--- config.mk ---
export PLATFORM = sky130hd
export DESIGN_NAME = ata_taskfile_command_builder_flat
export DESIGN_NICKNAME = d
export VERILOG_FILES = /design/src/design/atb_pkg.sv /design/src/design/atb_if.sv /design/src/design/ata_taskfile_command_builder.sv /design/src/design/atb_xlate.sv /design/src/flat_wrapper.sv
export VERILOG_INCLUDE_DIRS = /design/src /design/src/design
export SDC_FILE = /design/constraint.sdc
export NUM_CORES = 1
export LEC_CHECK = 0
export BUFFER_PORTS_ARGS = -buffer_cell sky130_fd_sc_hd__buf_2
export CAP_MARGIN = 30
export CORE_UTILIZATION = 54
export CTS_CLUSTER_SIZE = 28
export DETAILED_ROUTE_END_ITERATION = 10
export GPL_TIMING_DRIVEN = 0
export MAX_ROUTING_LAYER = met4
export PLACE_DENSITY = 0.79
export SYNTH_ARGS = -nofsm -noshare
export SYNTH_HDL_FRONTEND = slang
export SYNTH_SLANG_ARGS = --single-unit
export TNS_END_PERCENT = 5
--- constraint.sdc ---
create_clock -name clock -period 6 [get_ports clock]
set_clock_uncertainty 0.2 [all_clocks]
set_input_delay 0.9 -clock clock [delete_from_list [all_inputs] [get_ports clock]]
set_output_delay 0.9 -clock clock [all_outputs]
set_load 0.005 [all_outputs]
--- src/design/assert_macros.svh ---
// Assertion helpers used by the RTL. With SYNTH defined they expand to nothing.
`ifndef ASSERT_MACROS_SVH
`define ASSERT_MACROS_SVH
`ifndef SYNTH
`define ATB_ASSERT(label, clk, rst, prop, msg) \
   label: assert property (@(posedge clk) disable iff (rst) prop) else $error(msg);
`define ATB_ASSERT_ALWAYS(label, clk, prop, msg) \
   label: assert property (@(posedge clk) prop) else $error(msg);
`else
`define ATB_ASSERT(label, clk, rst, prop, msg)
`define ATB_ASSERT_ALWAYS(label, clk, prop, msg)
`endif
`endif

--- src/design/atb_pkg.sv ---
`default_nettype none

package atb_pkg;

   localparam int unsigned LBA28_W     = 28;
   localparam int unsigned CHS_RECIP_W = 29;
   localparam int unsigned CHS_QUOT_W  = 22;
   // ceil(2^34 / 63): exact quotient by 63 for every 28-bit address.
   localparam int unsigned CHS_RECIP_SHIFT = 34;
   localparam logic [CHS_RECIP_W-1:0] CHS_RECIP = 29'h10410411;

   localparam logic [7:0] DEVSEL_CHS   = 8'hA0;
   localparam logic [7:0] DEVSEL_LBA   = 8'hE0;
   localparam logic [7:0] OP_READ      = 8'h20;
   localparam logic [7:0] OP_READ_EXT  = 8'h24;
   localparam logic [7:0] OP_WRITE     = 8'h30;
   localparam logic [7:0] OP_WRITE_EXT = 8'h34;
   localparam logic [7:0] OP_FLUSH     = 8'hE7;
   localparam logic [7:0] OP_FLUSH_EXT = 8'hEA;

   localparam int unsigned CSR_ADDR_W = 5;

   typedef enum logic [2:0] {
      REG_PRESENT  = 3'd0,
      REG_LBA_CAP  = 3'd1,
      REG_CAP0     = 3'd2,
      REG_CAP1     = 3'd3,
      REG_CAP2     = 3'd4,
      REG_CAP3     = 3'd5
   } reg_index_type;

   typedef enum logic [1:0] {
      STATUS_OK     = 2'd0,
      STATUS_ABSENT = 2'd1,
      STATUS_RANGE  = 2'd2
   } status_type;

   typedef enum logic {
      DIR_READ  = 1'b0,
      DIR_WRITE = 1'b1
   } dir_type;

   typedef struct packed {
      logic        req_type;
      logic [1:0]  drive_num;
      logic [31:0] block_addr;
      logic [7:0]  sector_count;
   } req_payload_type;

   typedef struct packed {
      status_type  status;
      logic        channel_sel;
      logic [7:0]  device_select;
      logic        use_lba48;
      logic [7:0]  addr_byte0;
      logic [7:0]  addr_byte1;
      logic [7:0]  addr_byte2;
      logic [7:0]  addr_byte3;
      logic [7:0]  count_out;
      logic [7:0]  command_code;
      logic [7:0]  flush_code;
   } rsp_payload_type;

   typedef struct packed {
      logic [3:0]        present_mask;
      logic [3:0]        lba_capable_mask;
      logic [3:0][31:0]  capacity;
   } cfg_type;

endpackage

`default_nettype wire

--- src/design/atb_if.sv ---
`default_nettype none

interface atb_req_if;
   logic                      valid;
   logic                      ready;
   atb_pkg::req_payload_type  data;

   modport source (output valid, output data, input ready);
   modport sink (input valid, input data, output ready);
endinterface

interface atb_rsp_if;
   logic                      valid;
   logic                      ready;
   atb_pkg::rsp_payload_type  data;

   modport source (output valid, output data, input ready);
   modport sink (input valid, input data, output ready);
endinterface

`default_nettype wire

--- src/design/ata_taskfile_command_builder.sv ---
// ATA taskfile command builder.
// A request item (direction, drive 0-3, 32-bit LBA, sector count) enters on the
// req channel; one result item with the taskfile register values leaves on the
// rsp channel for each request. Both channels use valid/ready handshakes.
// An accepted request item waits in the input register, then its translation lands
// in the result register, where the receiver can take it. Throughput is one item
// per cycle while the receiver does not stall, since both registers then advance
// each cycle and the translation is a single combinational pass between them.
// When the receiver stalls, the result register holds its item and the input
// register still takes one more request; ready drops only when both are full.
// Drive presence, LBA support and capacities come from the csr port, an APB-style slave
// with six registers at byte addresses 0, 4, ... 20; the user is to write it only while
// no request is in flight, which the block does not enforce. Reset empties both registers
// and clears all configuration to zero, so every request then reports the drive as absent.
`default_nettype none
`include "assert_macros.svh"

module ata_taskfile_command_builder (
   input  wire                              clock,
   input  wire                              reset,
   atb_req_if.sink                          req,
   atb_rsp_if.source                        rsp,
   input  wire                              csr_psel,
   input  wire                              csr_penable,
   input  wire                              csr_pwrite,
   input  wire [atb_pkg::CSR_ADDR_W-1:0]    csr_paddr,
   input  wire [31:0]                       csr_pwdata,
   output logic [31:0]                      csr_prdata,
   output logic                             csr_pready
);

   logic                      in_valid_ff, in_valid_in;
   atb_pkg::req_payload_type  in_req_ff;
   logic                      rsp_valid_ff, rsp_valid_in;
   atb_pkg::rsp_payload_type  rsp_data_ff, rsp_data_in;
   atb_pkg::cfg_type          cfg_ff, cfg_in;
   logic                      out_free;
   logic                      req_accept;
   logic                      csr_write;
   atb_pkg::reg_index_type    csr_index;

   // Pipeline control
   assign out_free   = !rsp_valid_ff || rsp.ready;
   assign req.ready  = !in_valid_ff || out_free;
   assign req_accept = req.valid && req.ready;

   assign in_valid_in  = (in_valid_ff && !out_free) || req_accept;
   assign rsp_valid_in = (rsp_valid_ff && !rsp.ready) || (in_valid_ff && out_free);

   atb_xlate u_xlate (
      .req_item (in_req_ff),
      .cfg      (cfg_ff),
      .rsp_item (rsp_data_in)
   );

   always_ff @(posedge clock) begin
      if (reset) begin
         in_valid_ff  <= 1'b0;
         rsp_valid_ff <= 1'b0;
      end else begin
         in_valid_ff  <= in_valid_in;
         rsp_valid_ff <= rsp_valid_in;
      end
   end

   always_ff @(posedge clock) begin
      if (req_accept) begin
         in_req_ff <= req.data;
      end
      if (in_valid_ff && out_free) begin
         rsp_data_ff <= rsp_data_in;
      end
   end

   assign rsp.valid = rsp_valid_ff;
   assign rsp.data  = rsp_data_ff;

   // Configuration registers
   assign csr_pready = 1'b1;
   assign csr_write  = csr_psel && csr_penable && csr_pwrite && csr_pready;
   assign csr_index  = atb_pkg::reg_index_type'(csr_paddr[atb_pkg::CSR_ADDR_W-1:2]);

   always_comb begin
      cfg_in = cfg_ff;
      if (csr_write) begin
         unique case (csr_index)
            atb_pkg::REG_PRESENT: cfg_in.present_mask     = csr_pwdata[3:0];
            atb_pkg::REG_LBA_CAP: cfg_in.lba_capable_mask = csr_pwdata[3:0];
            atb_pkg::REG_CAP0:    cfg_in.capacity[0]      = csr_pwdata;
            atb_pkg::REG_CAP1:    cfg_in.capacity[1]      = csr_pwdata;
            atb_pkg::REG_CAP2:    cfg_in.capacity[2]      = csr_pwdata;
            atb_pkg::REG_CAP3:    cfg_in.capacity[3]      = csr_pwdata;
            default:              cfg_in = cfg_ff;
         endcase
      end
   end

   always_ff @(posedge clock) begin
      if (reset) begin
         cfg_ff <= '0;
      end else begin
         cfg_ff <= cfg_in;
      end
   end

   always_comb begin
      unique case (csr_index)
         atb_pkg::REG_PRESENT: csr_prdata = {28'd0, cfg_ff.present_mask};
         atb_pkg::REG_LBA_CAP: csr_prdata = {28'd0, cfg_ff.lba_capable_mask};
         atb_pkg::REG_CAP0:    csr_prdata = cfg_ff.capacity[0];
         atb_pkg::REG_CAP1:    csr_prdata = cfg_ff.capacity[1];
         atb_pkg::REG_CAP2:    csr_prdata = cfg_ff.capacity[2];
         atb_pkg::REG_CAP3:    csr_prdata = cfg_ff.capacity[3];
         default:              csr_prdata = 32'd0;
      endcase
   end

   // Checks
   `ATB_ASSERT_ALWAYS(a_reset_empties, clock, reset |=> !in_valid_ff && !rsp_valid_ff, "pipeline not empty after reset")
   `ATB_ASSERT(a_in_held, clock, reset, in_valid_ff && !out_free |=> in_valid_ff && $stable(in_req_ff), "input register lost an item while stalled")
   `ATB_ASSERT(a_error_clean, clock, reset, rsp_valid_ff && rsp_data_ff.status != atb_pkg::STATUS_OK |-> rsp_data_ff.command_code == 8'd0 && rsp_data_ff.device_select == 8'd0, "error result carries taskfile values")
   `ATB_ASSERT(a_ext_opcode, clock, reset, rsp_valid_ff && rsp_data_ff.use_lba48 |-> rsp_data_ff.command_code == atb_pkg::OP_READ_EXT || rsp_data_ff.command_code == atb_pkg::OP_WRITE_EXT, "extended mode without extended opcode")

endmodule

`default_nettype wire

--- src/design/atb_xlate.sv ---
`default_nettype none

module atb_xlate (
   input  atb_pkg::req_payload_type  req_item,
   input  atb_pkg::cfg_type          cfg,
   output atb_pkg::rsp_payload_type  rsp_item
);

   logic [32:0]                                   end_sum;
   logic                                          over_range;
   logic                                          is_lba48;
   logic [atb_pkg::LBA28_W+atb_pkg::CHS_RECIP_W-1:0] recip_prod;
   logic [atb_pkg::CHS_QUOT_W-1:0]                chs_quot;
   logic [5:0]                                    chs_rem;
   logic [31:0]                                   lba;

   assign lba = req_item.block_addr;

   // Range check at 33 bits so the sum cannot wrap.
   assign end_sum    = {1'b0, lba} + {25'd0, req_item.sector_count};
   assign over_range = end_sum > {1'b0, cfg.capacity[req_item.drive_num]};
   assign is_lba48   = |lba[31:atb_pkg::LBA28_W];

   // CHS only applies below 2^28, so the quotient by 63 comes from a reciprocal
   // multiply. The remainder needs only six bits: lba - 63q equals lba + q mod 64.
   assign recip_prod = lba[atb_pkg::LBA28_W-1:0] * atb_pkg::CHS_RECIP;
   assign chs_quot   = recip_prod[atb_pkg::CHS_RECIP_SHIFT +: atb_pkg::CHS_QUOT_W];
   assign chs_rem    = lba[5:0] + chs_quot[5:0];

   always_comb begin
      rsp_item = '0;
      if (!cfg.present_mask[req_item.drive_num]) begin
         rsp_item.status = atb_pkg::STATUS_ABSENT;
      end else if (over_range) begin
         rsp_item.status = atb_pkg::STATUS_RANGE;
      end else begin
         rsp_item.status      = atb_pkg::STATUS_OK;
         rsp_item.channel_sel = req_item.drive_num[1];
         rsp_item.use_lba48   = is_lba48;
         rsp_item.count_out   = req_item.sector_count;
         priority if (is_lba48) begin
            rsp_item.device_select = atb_pkg::DEVSEL_LBA | {3'd0, req_item.drive_num[0], 4'd0};
            rsp_item.addr_byte0    = lba[7:0];
            rsp_item.addr_byte1    = lba[15:8];
            rsp_item.addr_byte2    = lba[23:16];
            rsp_item.addr_byte3    = lba[31:24];
         end else if (cfg.lba_capable_mask[req_item.drive_num]) begin
            rsp_item.device_select = atb_pkg::DEVSEL_LBA | {3'd0, req_item.drive_num[0], 4'd0}
                                     | {4'd0, lba[27:24]};
            rsp_item.addr_byte0    = lba[7:0];
            rsp_item.addr_byte1    = lba[15:8];
            rsp_item.addr_byte2    = lba[23:16];
         end else begin
            // Head is the quotient mod 16; the cylinder is the rest, kept to 16 bits.
            rsp_item.device_select = atb_pkg::DEVSEL_CHS | {3'd0, req_item.drive_num[0], 4'd0}
                                     | {4'd0, chs_quot[3:0]};
            rsp_item.addr_byte0    = {2'd0, chs_rem} + 8'd1;
            rsp_item.addr_byte1    = chs_quot[11:4];
            rsp_item.addr_byte2    = chs_quot[19:12];
         end
         unique case (atb_pkg::dir_type'(req_item.req_type))
            atb_pkg::DIR_READ: begin
               rsp_item.command_code = is_lba48 ? atb_pkg::OP_READ_EXT : atb_pkg::OP_READ;
               rsp_item.flush_code   = 8'd0;
            end
            atb_pkg::DIR_WRITE: begin
               rsp_item.command_code = is_lba48 ? atb_pkg::OP_WRITE_EXT : atb_pkg::OP_WRITE;
               rsp_item.flush_code   = is_lba48 ? atb_pkg::OP_FLUSH_EXT : atb_pkg::OP_FLUSH;
            end
            default: begin
               rsp_item.command_code = 8'd0;
               rsp_item.flush_code   = 8'd0;
            end
         endcase
      end
   end

endmodule

`default_nettype wire

--- src/flat_wrapper.sv ---
// flat-port wrapper written by rule: the top's interface ports become plain ports
module ata_taskfile_command_builder_flat 
  (clock, reset, csr_psel, csr_penable, csr_pwrite, csr_paddr, csr_pwdata, csr_prdata, csr_pready, req_valid, req_data, req_ready, rsp_valid, rsp_data, rsp_ready);
  atb_req_if req_i ();
  atb_rsp_if rsp_i ();
  input  wire clock;
  input  wire reset;
  input  wire csr_psel;
  input  wire csr_penable;
  input  wire csr_pwrite;
  input  wire [atb_pkg::CSR_ADDR_W-1:0] csr_paddr;
  input  wire [31:0] csr_pwdata;
  output logic [31:0] csr_prdata;
  output logic csr_pready;
  input wire logic [$bits(req_i.valid)-1:0] req_valid;
  input wire logic [$bits(req_i.data)-1:0] req_data;
  output wire logic [$bits(req_i.ready)-1:0] req_ready;
  output wire logic [$bits(rsp_i.valid)-1:0] rsp_valid;
  output wire logic [$bits(rsp_i.data)-1:0] rsp_data;
  input wire logic [$bits(rsp_i.ready)-1:0] rsp_ready;
  assign req_i.valid = req_valid;
  assign req_i.data = req_data;
  assign req_ready = req_i.ready;
  assign rsp_valid = rsp_i.valid;
  assign rsp_data = rsp_i.data;
  assign rsp_i.ready = rsp_ready;
  ata_taskfile_command_builder u_core (.clock(clock), .reset(reset), .req(req_i), .rsp(rsp_i), .csr_psel(csr_psel), .csr_penable(csr_penable), .csr_pwrite(csr_pwrite), .csr_paddr(csr_paddr), .csr_pwdata(csr_pwdata), .csr_prdata(csr_prdata), .csr_pready(csr_pready));
endmodule
==> results.yml, run 1 <==
pwr:
  total_power_w: 0.00675
  p_per_area_nw_per_um2: 341
  ir_drop_uv: 320
  p_leak_nw: 8.57
global_route:
  antenna_found_initial: 1
  grt_pass1_vias: 14269
  grt.overflow.total: 0
  grt_util_all_layers: 0.339
  grt_pass1_wl_um: 79200
  grt_max_degree: 31
clock_network:
  clockRootBuffer: "clkbuf_16"
  clock_latency_ns: 0.56
  ctsHoldBuffers: 0
  cts_buffers: 26
  max-clock-path-buffers: 3
  ctsHtreeMaxLevel: 1
  cts.sinks: 236
  clkTransAtPathRegs_ns: 0.06
  cts_tree: "built"
route:
  drt-total-wl_um: 52500
  via_per_inst: 6.07
  vias: 15015
  post_drt_wl_per_cell_um: 21.2
  drt_iter0_markers: 1579
  firstDrtPassIters: 7
  post-route-drc-count: 0
  ant_nets: 0
place:
  place_inst: 2384
  gp_congestion: 0.986
  place_area_um2: 18400
  portBuffers: 178
  dpl.hpwl_um: 39100
  dp_slack_ns: -0.975
worst_hold_path:
  hp-start: "u_core.cfg_ff[36]"
  min_to: "u_core.cfg_ff[36]"
  hold_class: "reg -> reg"
  min_path_cells: 2
logic_synthesis:
  ys.flop_type: "dfxtp_1"
  async_reset_ff_frac: 0
  syn_inst: 1800
  synth_edf_count: 98
  yosys.area.top_type_share: 0.175
  synth_cell_types: 66
  synth.area.top_cells: "edfxtp_1 (17%), dfxtp_1 (16%), ha_1 (16%)"
  ys.warnings.count: 0
  synth_common_cells: "nand2_1 (354), ha_1 (217), a21oi_1 (201), inv_1 (166), dfxtp_1 (138)"
  synth_largest_area_cell: "edfxtp_1"
  seq_area_frac_synth: 0.339
  synth.most_common_cell: "nand2_1"
  syn_area_per_cell_um2: 9.35
  syn_area_um2: 16800
  yosys_register_bits: 236
floorplanning:
  rows: 64
  die_area_um2: 31900
  io_pins: 190
  fp.coreArea_um2: 30600
  fp.dieW_um: 179
  die_y_um: 179
  start_util: 0.550
timing:
  finalHoldViolCount: 0
  max_freq_mhz: 152
  setup_ws_ns: -0.581
  timing.final.max_slew_violations: 0
  setup_viol: 6
  min_period_ns: 6.58
  tightestPinTransition_ns: 1.04
  rsz0062_at_grt: "true"
  period_share: 1.10
  slew_headroom: 0.305
  hold-worst-slack_ns: 0.270
status:
  failed_checks: "negative setup slack"
  status: "complete, but fails checks"
worst_setup_path:
  cp_max_fo: 3
  worst_path_most_repeated_cell: "fa_1"
  critPathLaunchType: "flop"
  slowest_stage: "fa_1"
  required_ns: 6.19
  worstReg2RegEnd: "u_core.rsp.data[53]"
  cp-end-kind: "flop"
  r2r-start: "u_core.in_req_ff[28]"
  r2r_cells: 26
  critPathKind: "reg -> reg"
  rrSetupSlack_ns: -0.58
  slowest_delay_ns: 0.52
  crit_arrival_ns: 6.77
flow_run:
  cap_violations: 0
cells_and_area:
  final_cells: 2473
  final_area_um2: 19800
  nets: 2422
  drive_above_1_share: 0.184
  area_growth_pct: 17.6
==> per-stage QoR <==
step	utilization	TNS (ns)
2_1_floorplan	-	0
3_3_place_gp	0.599	-4.78
3_5_place_dp	0.602	-5.34
4_1_cts	0.643	-2.23
5_1_grt	0.647	-3.73
6_report	0.647	-2.55
==> critical path, delay by kind of cell (launching register included) <==
| family | cells | cell delay [ns] |
|---|---|---|
| and+or+nand+nor | 4 | 0.57 |
| xor gates and xnor gates | 3 | 0.55 |
| adders and majority gates | 8 | 3.18 |
| AOI/OAI and AO/OA | 5 | 0.98 |
| DFF | 1 | 0.41 |
| buffers and inverters | 6 | 0.54 |
==> power breakdown <==
part	internal (W)	switching, W	leakage [nW]
Sequential	0.00171	0.0000536	2.04
Clock	0.000865	0.000682	0.395
Combinational	0.00154	0.00189	6.14
==> kinds of logic after synthesis <==
kind of cell               Yosys count  synth area share
AOI/OAI and AO/OA                  387             0.141
xor gates and xnor gates            57            0.0305
adders and majority gates          277             0.233
buffers and inverters              259            0.0612
DFF                                236             0.339
muxes                               54            0.0589
other                                2          0.000446
and+or+nand+nor                    528             0.137
==> worst max path at each step <==
stage | depth (start not counted) | start | to
2_1_floorplan | 25 | u_core.in_req_ff[33] | u_core.rsp.data[53]
3_3_place_gp | 23 | u_core.in_req_ff[29] | u_core.rsp.data[53]
3_5_place_dp | 25 | u_core.in_req_ff[32] | u_core.rsp.data[53]
4_1_cts | 27 | u_core.in_req_ff[32] | u_core.rsp.data[53]
5_1_grt | 26 | u_core.in_req_ff[31] | u_core.rsp.data[53]
6_report | 26 | u_core.in_req_ff[28] | u_core.rsp.data[53]
==> layout make-up <==
| class | instances | area [um2] |
|---|---|---|
| fillers | 2517 | 10800 |
| multi-input cells | 1310 | 10500 |
| flip-flops and latches | 236 | 5710 |
| repair buffers | 225 | 1290 |
| clock buffers | 34 | 692 |
| inverters | 167 | 631 |
| well taps | 396 | 495 |
| plain buffers | 92 | 404 |
| clock inverters | 12 | 125 |
| diodes | 1 | 2.50 |
==> state kept, by name, indices dropped and copies added (netlist names) <==
signal	cells
u_core.cfg_ff	136
u_core.in_req_ff	43
u_core.in_valid_ff	1
u_core.rsp.data	55
u_core.rsp.valid	1
==> layer usage <==
metal	wire (um)	global-route usage	vias to the layer above
met2	24500	0.538	901
met5	0	-	-
met1	20000	0.425	7109
met4	2580	0.153	0
met3	5400	0.0548	208
li1	-	-	6797
==> layout by cell type, fill, tap and decap left out, drive strengths merged, types with 21 or more instances in the layout <==
master,netlist,routed
nand3,21,21
a22oi,57,57
o21ai,38,38
fa,60,60
xnor2,46,46
and3,30,30
edfxtp,98,98
nand2,354,354
dfxtp,138,138
a21o,33,33
nor2,55,55
clkbuf,68,102
inv,166,169
buf,24,249
mux4,36,36
a21oi,203,203
ha,217,217
==> timing repair <==
| item | CTS | global route |
|---|---|---|
| setup buffers | 34 | 8 |
| setup endpoints to repair | 16 | 28 |
| gates resized for setup | 33 | 14 |
| pin swaps | 33 | 18 |
Note: power is estimated with default switching activity, not from simulation.
==> run 2: changes to the inputs <==
--- a/config.mk
+++ b/config.mk
@@ -13,7 +13,7 @@
 export DETAILED_ROUTE_END_ITERATION = 10
 export GPL_TIMING_DRIVEN = 0
 export MAX_ROUTING_LAYER = met4
-export PLACE_DENSITY = 0.79
+export PLACE_DENSITY_LB_ADDON = 0.25
 export SYNTH_ARGS = -nofsm -noshare
 export SYNTH_HDL_FRONTEND = slang
 export SYNTH_SLANG_ARGS = --single-unit
==> results.yml, run 2 (synthesis gave the netlist of run 1 again) <==
worst_setup_path:
  crit_arrival_ns: 6.65
  worstReg2RegEnd: "u_core.rsp.data[53]"
  cp.buffers_inverters: 4
  worst-path-stages: 25
  required_ns: 6.10
  critPathKind: "reg -> reg"
  slowest_stage: "edfxtp_1"
  cp-end-kind: "flop"
  r2r-start: "u_core.in_req_ff[32]"
  worstSetupStartpoint: "u_core.in_req_ff[32]"
  critPathLaunchType: "flop"
  crit_family: "adder cells"
  cp-endpoint: "u_core.rsp.data[53]"
  r2r_cells: 25
  slowest_delay_ns: 0.54
  cp_max_fo: 4
  rrSetupSlack_ns: -0.56
global_route:
  antenna_found_initial: 1
  grt_util_all_layers: 0.342
  grt_pass1_vias: 14303
  grt.overflow.total: 0
  grt_max_degree: 36
  grt_pass1_wl_um: 79400
cells_and_area:
  area_growth_pct: 17.5
  layout_common_cells: "nand2_1 (353), ha_1 (208), a21oi_1 (190)"
  layout_commonest_cell: "nand2_1"
  nets: 2420
  largest_reg_flops: 136
  drive_above_1_share: 0.187
  nFillCells: 2573
  regMostFlops: "u_core.cfg_ff"
pwr:
  p_leak_nw: 8.56
  ir_drop_uv: 312
  p_per_area_nw_per_um2: 343
  total_power_w: 0.00679
floorplanning:
  start_util: 0.550
  die_area_um2: 31900
  fp.dieW_um: 179
  fp.coreArea_um2: 30600
  io_pins: 190
  die_y_um: 179
  rows: 64
route:
  post_drt_wl_per_cell_um: 21.3
  ant_nets: 0
  drt_iter0_markers: 1498
  vias: 14746
  post-route-drc-count: 0
  drt-total-wl_um: 52700
  firstDrtPassIters: 7
  via_per_inst: 5.97
clock_network:
  cts_tree: "built"
  ctsHtreeMaxLevel: 1
  clock_latency_ns: 0.57
  clkTransAtPathRegs_ns: 0.07
  cts.sinks: 236
  clockRootBuffer: "clkbuf_16"
  cts_buffers: 26
  max-clock-path-buffers: 3
  ctsHoldBuffers: 0
timing:
  timing.final.max_slew_violations: 0
  setup_viol: 7
  hold-worst-slack_ns: 0.272
  slew_headroom: 0.326
  period_share: 1.09
  min_period_ns: 6.56
  max_freq_mhz: 152
  rsz0062_at_grt: "true"
  tightestPinTransition_ns: 1.00
  finalHoldViolCount: 0
  setup_ws_ns: -0.558
place:
  gp_congestion: 0.964
  dp_slack_ns: -0.830
  dpl.hpwl_um: 38800
  portBuffers: 178
flow_run:
  cap_violations: 0
status:
  status: "complete, but fails checks"
  failed_checks: "negative setup slack"
worst_hold_path:
  hold_class: "reg -> reg"
run 2: cell types whose count changed in the layout (fill, tap and decap cells not counted), moves of 3 or more:
cell and delta:
inv_6 -3, clkinvlp_4 -3, clkbuf_8 +4, ha_1 +3, inv_2 +6, inv_1 -6
buf_4 -3
run 2: worst min-delay path: stages, from the launching register on:
cell and delay (ns):
dfxtp_1 0.32, nand2_1 0.05, a21oi_1 0.05
run 2: worst min path at each step:
stage,end,startpoint,slack [ns],depth (start not counted)
2_1_floorplan,u_core.cfg_ff[67],u_core.cfg_ff[67],0.24,2
3_3_place_gp,u_core.cfg_ff[101],u_core.cfg_ff[101],0.25,2
3_5_place_dp,u_core.cfg_ff[100],u_core.cfg_ff[100],0.26,2
4_1_cts,u_core.cfg_ff[54],u_core.cfg_ff[54],0.27,2
5_1_grt,u_core.cfg_ff[116],u_core.cfg_ff[116],0.29,2
6_report,u_core.cfg_ff[95],u_core.cfg_ff[95],0.27,2
run 2: layout make-up:
class,count,area [um2],share of cell area
well taps,396,495,0.0250
multi-input cells,1310,10400,0.528
flip-flops and latches,236,5710,0.288
plain buffers,92,403,0.0204
repair buffers,223,1270,0.0641
inverters,167,627,0.0317
diodes,1,2.50,0.000127
clock buffers,34,731,0.0369
clock inverters,11,110,0.00557
run 2: repair_timing:
item | 4_1_cts | 5_1_grt
pin swaps | 22 | 29
setup buffers | 32 | 7
gates resized for setup | 26 | 25
setup endpoints to repair | 14 | 33
hold endpoints to repair | 0 | 0
cloned | 0 | 0
run 2: stage by stage:
stage,TNS (ns),area (um2),util,cells
2_1_floorplan,0,16900,-,1805
5_1_grt,-3.80,19800,0.647,2470
3_5_place_dp,-4.55,18400,0.602,2385
6_report,-2.28,19800,0.647,2470
4_1_cts,-2.03,19600,0.642,2462
3_3_place_gp,-4.46,18300,0.599,2379
run 2: metal layers:
layer | vias to the layer above | global-route usage | part of all wire
met3 | 166 | 0.0539 | 0.097
met1 | 6923 | 0.423 | 0.39
met5 | - | - | 0
li1 | 6796 | - | -
met4 | 0 | 0.120 | 0.043
met2 | 861 | 0.566 | 0.47
run 2: where the power goes:
group | leakage [nW] | internal, W | switching (W)
registers | 2.04 | 0.00171 | 0.0000531
logic | 6.11 | 0.00153 | 0.00192
clock network | 0.419 | 0.000902 | 0.000680
==> run 3: changes to the inputs <==
--- a/config.mk
+++ b/config.mk
@@ -8,7 +8,9 @@
 export LEC_CHECK = 0
 export BUFFER_PORTS_ARGS = -buffer_cell sky130_fd_sc_hd__buf_2
 export CAP_MARGIN = 30
-export CORE_UTILIZATION = 54
+export CELL_PAD_IN_SITES_DETAIL_PLACEMENT = 0
+export CELL_PAD_IN_SITES_GLOBAL_PLACEMENT = 1
+export CORE_UTILIZATION = 42
 export CTS_CLUSTER_SIZE = 28
 export DETAILED_ROUTE_END_ITERATION = 10
 export GPL_TIMING_DRIVEN = 0
==> results.yml, run 3 (synthesis gave the netlist of run 1 again) <==
status:
  status: "complete, but fails checks"
  failed_checks: "negative setup slack"
timing:
  tightestPinTransition_ns: 1.14
  setup_viol: 6
  setup_ws_ns: -0.441
  slew_headroom: 0.233
  finalHoldViolCount: 0
  max_freq_mhz: 155
  rsz0062_at_grt: "true"
  min_period_ns: 6.44
  timing.final.max_slew_violations: 0
  setup_tns_ns: -1.59
  period_share: 1.07
pwr:
  p_per_area_nw_per_um2: 322
  total_power_w: 0.00638
  ir_drop_uv: 234
  p_leak_nw: 8.52
worst_hold_path:
  min_to: "u_core.cfg_ff[89]"
  hold_class: "reg -> reg"
  min_path_cells: 2
  hp-start: "u_core.cfg_ff[89]"
route:
  drt-total-wl_um: 54500
  vias: 14132
  via_per_inst: 5.45
  firstDrtPassIters: 6
  post-route-drc-count: 0
  drt_iter0_markers: 900
  post_drt_wl_per_cell_um: 21.0
  ant_nets: 0
place:
  gp_congestion: 0.919
  place_inst: 2507
  portBuffers: 178
  dp_slack_ns: -0.683
  dpl.hpwl_um: 40700
floorplanning:
  die_y_um: 202
  io_pins: 190
  rows: 72
  start_util: 0.431
  die_area_um2: 40900
  fp.coreArea_um2: 39100
  fp.dieW_um: 202
clock_network:
  clockRootBuffer: "clkbuf_16"
  clock_latency_ns: 0.59
  max-clock-path-buffers: 3
  cts.sinks: 236
  clkTransAtPathRegs_ns: 0.06
  ctsHtreeMaxLevel: 1
  cts_buffers: 26
  cts_tree: "built"
worst_setup_path:
  rrSetupSlack_ns: -0.44
  cp-end-kind: "flop"
  r2r-start: "u_core.in_req_ff[35]"
  cp_max_fo: 4
  worstReg2RegEnd: "u_core.rsp.data[53]"
  r2r_cells: 26
  crit_arrival_ns: 6.56
  critPathKind: "reg -> reg"
  critPathLaunchType: "flop"
  required_ns: 6.12
global_route:
  grt.overflow.total: 0
  grt_pass1_vias: 14367
  grt_util_all_layers: 0.276
  grt_max_degree: 36
  antenna_found_initial: 0
  grt_pass1_wl_um: 83200
flow_run:
  cap_violations: 0
cells_and_area:
  insertedDiodeCount: 0
  area_growth_pct: 17.8
  layout_common_cells: "nand2_1 (353), ha_1 (207), a21oi_1 (194)"
  layout_commonest_cell: "nand2_1"
  nets: 2419
  final_cells: 2592
  drive_above_1_share: 0.176
  largest_reg_flops: 136
  regMostFlops: "u_core.cfg_ff"
  final_core_util: 0.507
==> run 3: worst max-delay path by stage <==
stage,slack [ns],from,to,depth (start not counted)
after global routing,-0.73,u_core.in_req_ff[32],u_core.rsp.data[53],27
final,-0.44,u_core.in_req_ff[35],u_core.rsp.data[53],26
after floorplan,0.005,u_core.in_req_ff[33],u_core.rsp.data[53],25
after CTS,-0.45,u_core.in_req_ff[35],u_core.rsp.data[53],26
after global placement,-0.61,u_core.in_req_ff[20],u_core.rsp.data[53],25
after detailed placement,-0.68,u_core.in_req_ff[33],u_core.rsp.data[53],25
==> run 3: power breakdown <==
part,leakage [nW],internal [W],switching [W]
Clock,0.422,0.000914,0.000699
Sequential,2.04,0.00171,0.0000452
Combinational,6.06,0.00132,0.00169
==> run 3: stage by stage <==
step | hold slack (ns) | area, um2
floorplan | 0.243 | 16900
global placement | 0.254 | 18500
detailed placement | 0.260 | 18600
CTS | 0.269 | 19800
global route | 0.284 | 19800
finish | 0.270 | 19800
==> run 3: area by class of cell <==
type	instances	area (um2)
Tap cell	518	648
Fill cell	3734	19300
Timing Repair Buffer	222	1260
Multi-Input combinational cell	1310	10300
Sequential cell	236	5710
Clock buffer	36	742
Buffer	92	403
Clock inverter	11	120
Inverter	167	631
==> run 3: what timing repair did <==
action | CTS | global route
cloned | 0 | 0
hold buffers | 0 | 0
endpoints found under the setup margin | 11 | 34
pin swaps | 8 | 3
resized for setup | 9 | 11
endpoints found under the hold margin | 0 | 0
setup buffers | 36 | 2
==> run 3: per-layer routing <==
layer  GRT usage  share of wire
met1       0.337           0.42
met2       0.467           0.49
met3      0.0269          0.048
met4       0.116          0.042
met5           -              0
==> run 3: worst max-delay path, stage by stage (launching register included) <==
cell	delay, ns
edfxtp_1	0.53
ha_2	0.24
ha_1	0.18
fa_1	0.50
inv_1	0.06
fa_1	0.50
inv_1	0.06
fa_1	0.50
fa_1	0.60
ha_4	0.23
a21oi_2	0.16
o21a_1	0.15
o21ai_1	0.07
a21o_1	0.20
a221oi_4	0.32
inv_1	0.09
a21oi_2	0.13
xnor2_1	0.16
ha_1	0.29
inv_1	0.06
o21bai_1	0.08
a21oi_1	0.17
xnor2_1	0.15
xnor3_1	0.29
xnor2_1	0.15
nand2_1	0.08
a21oi_2	0.06
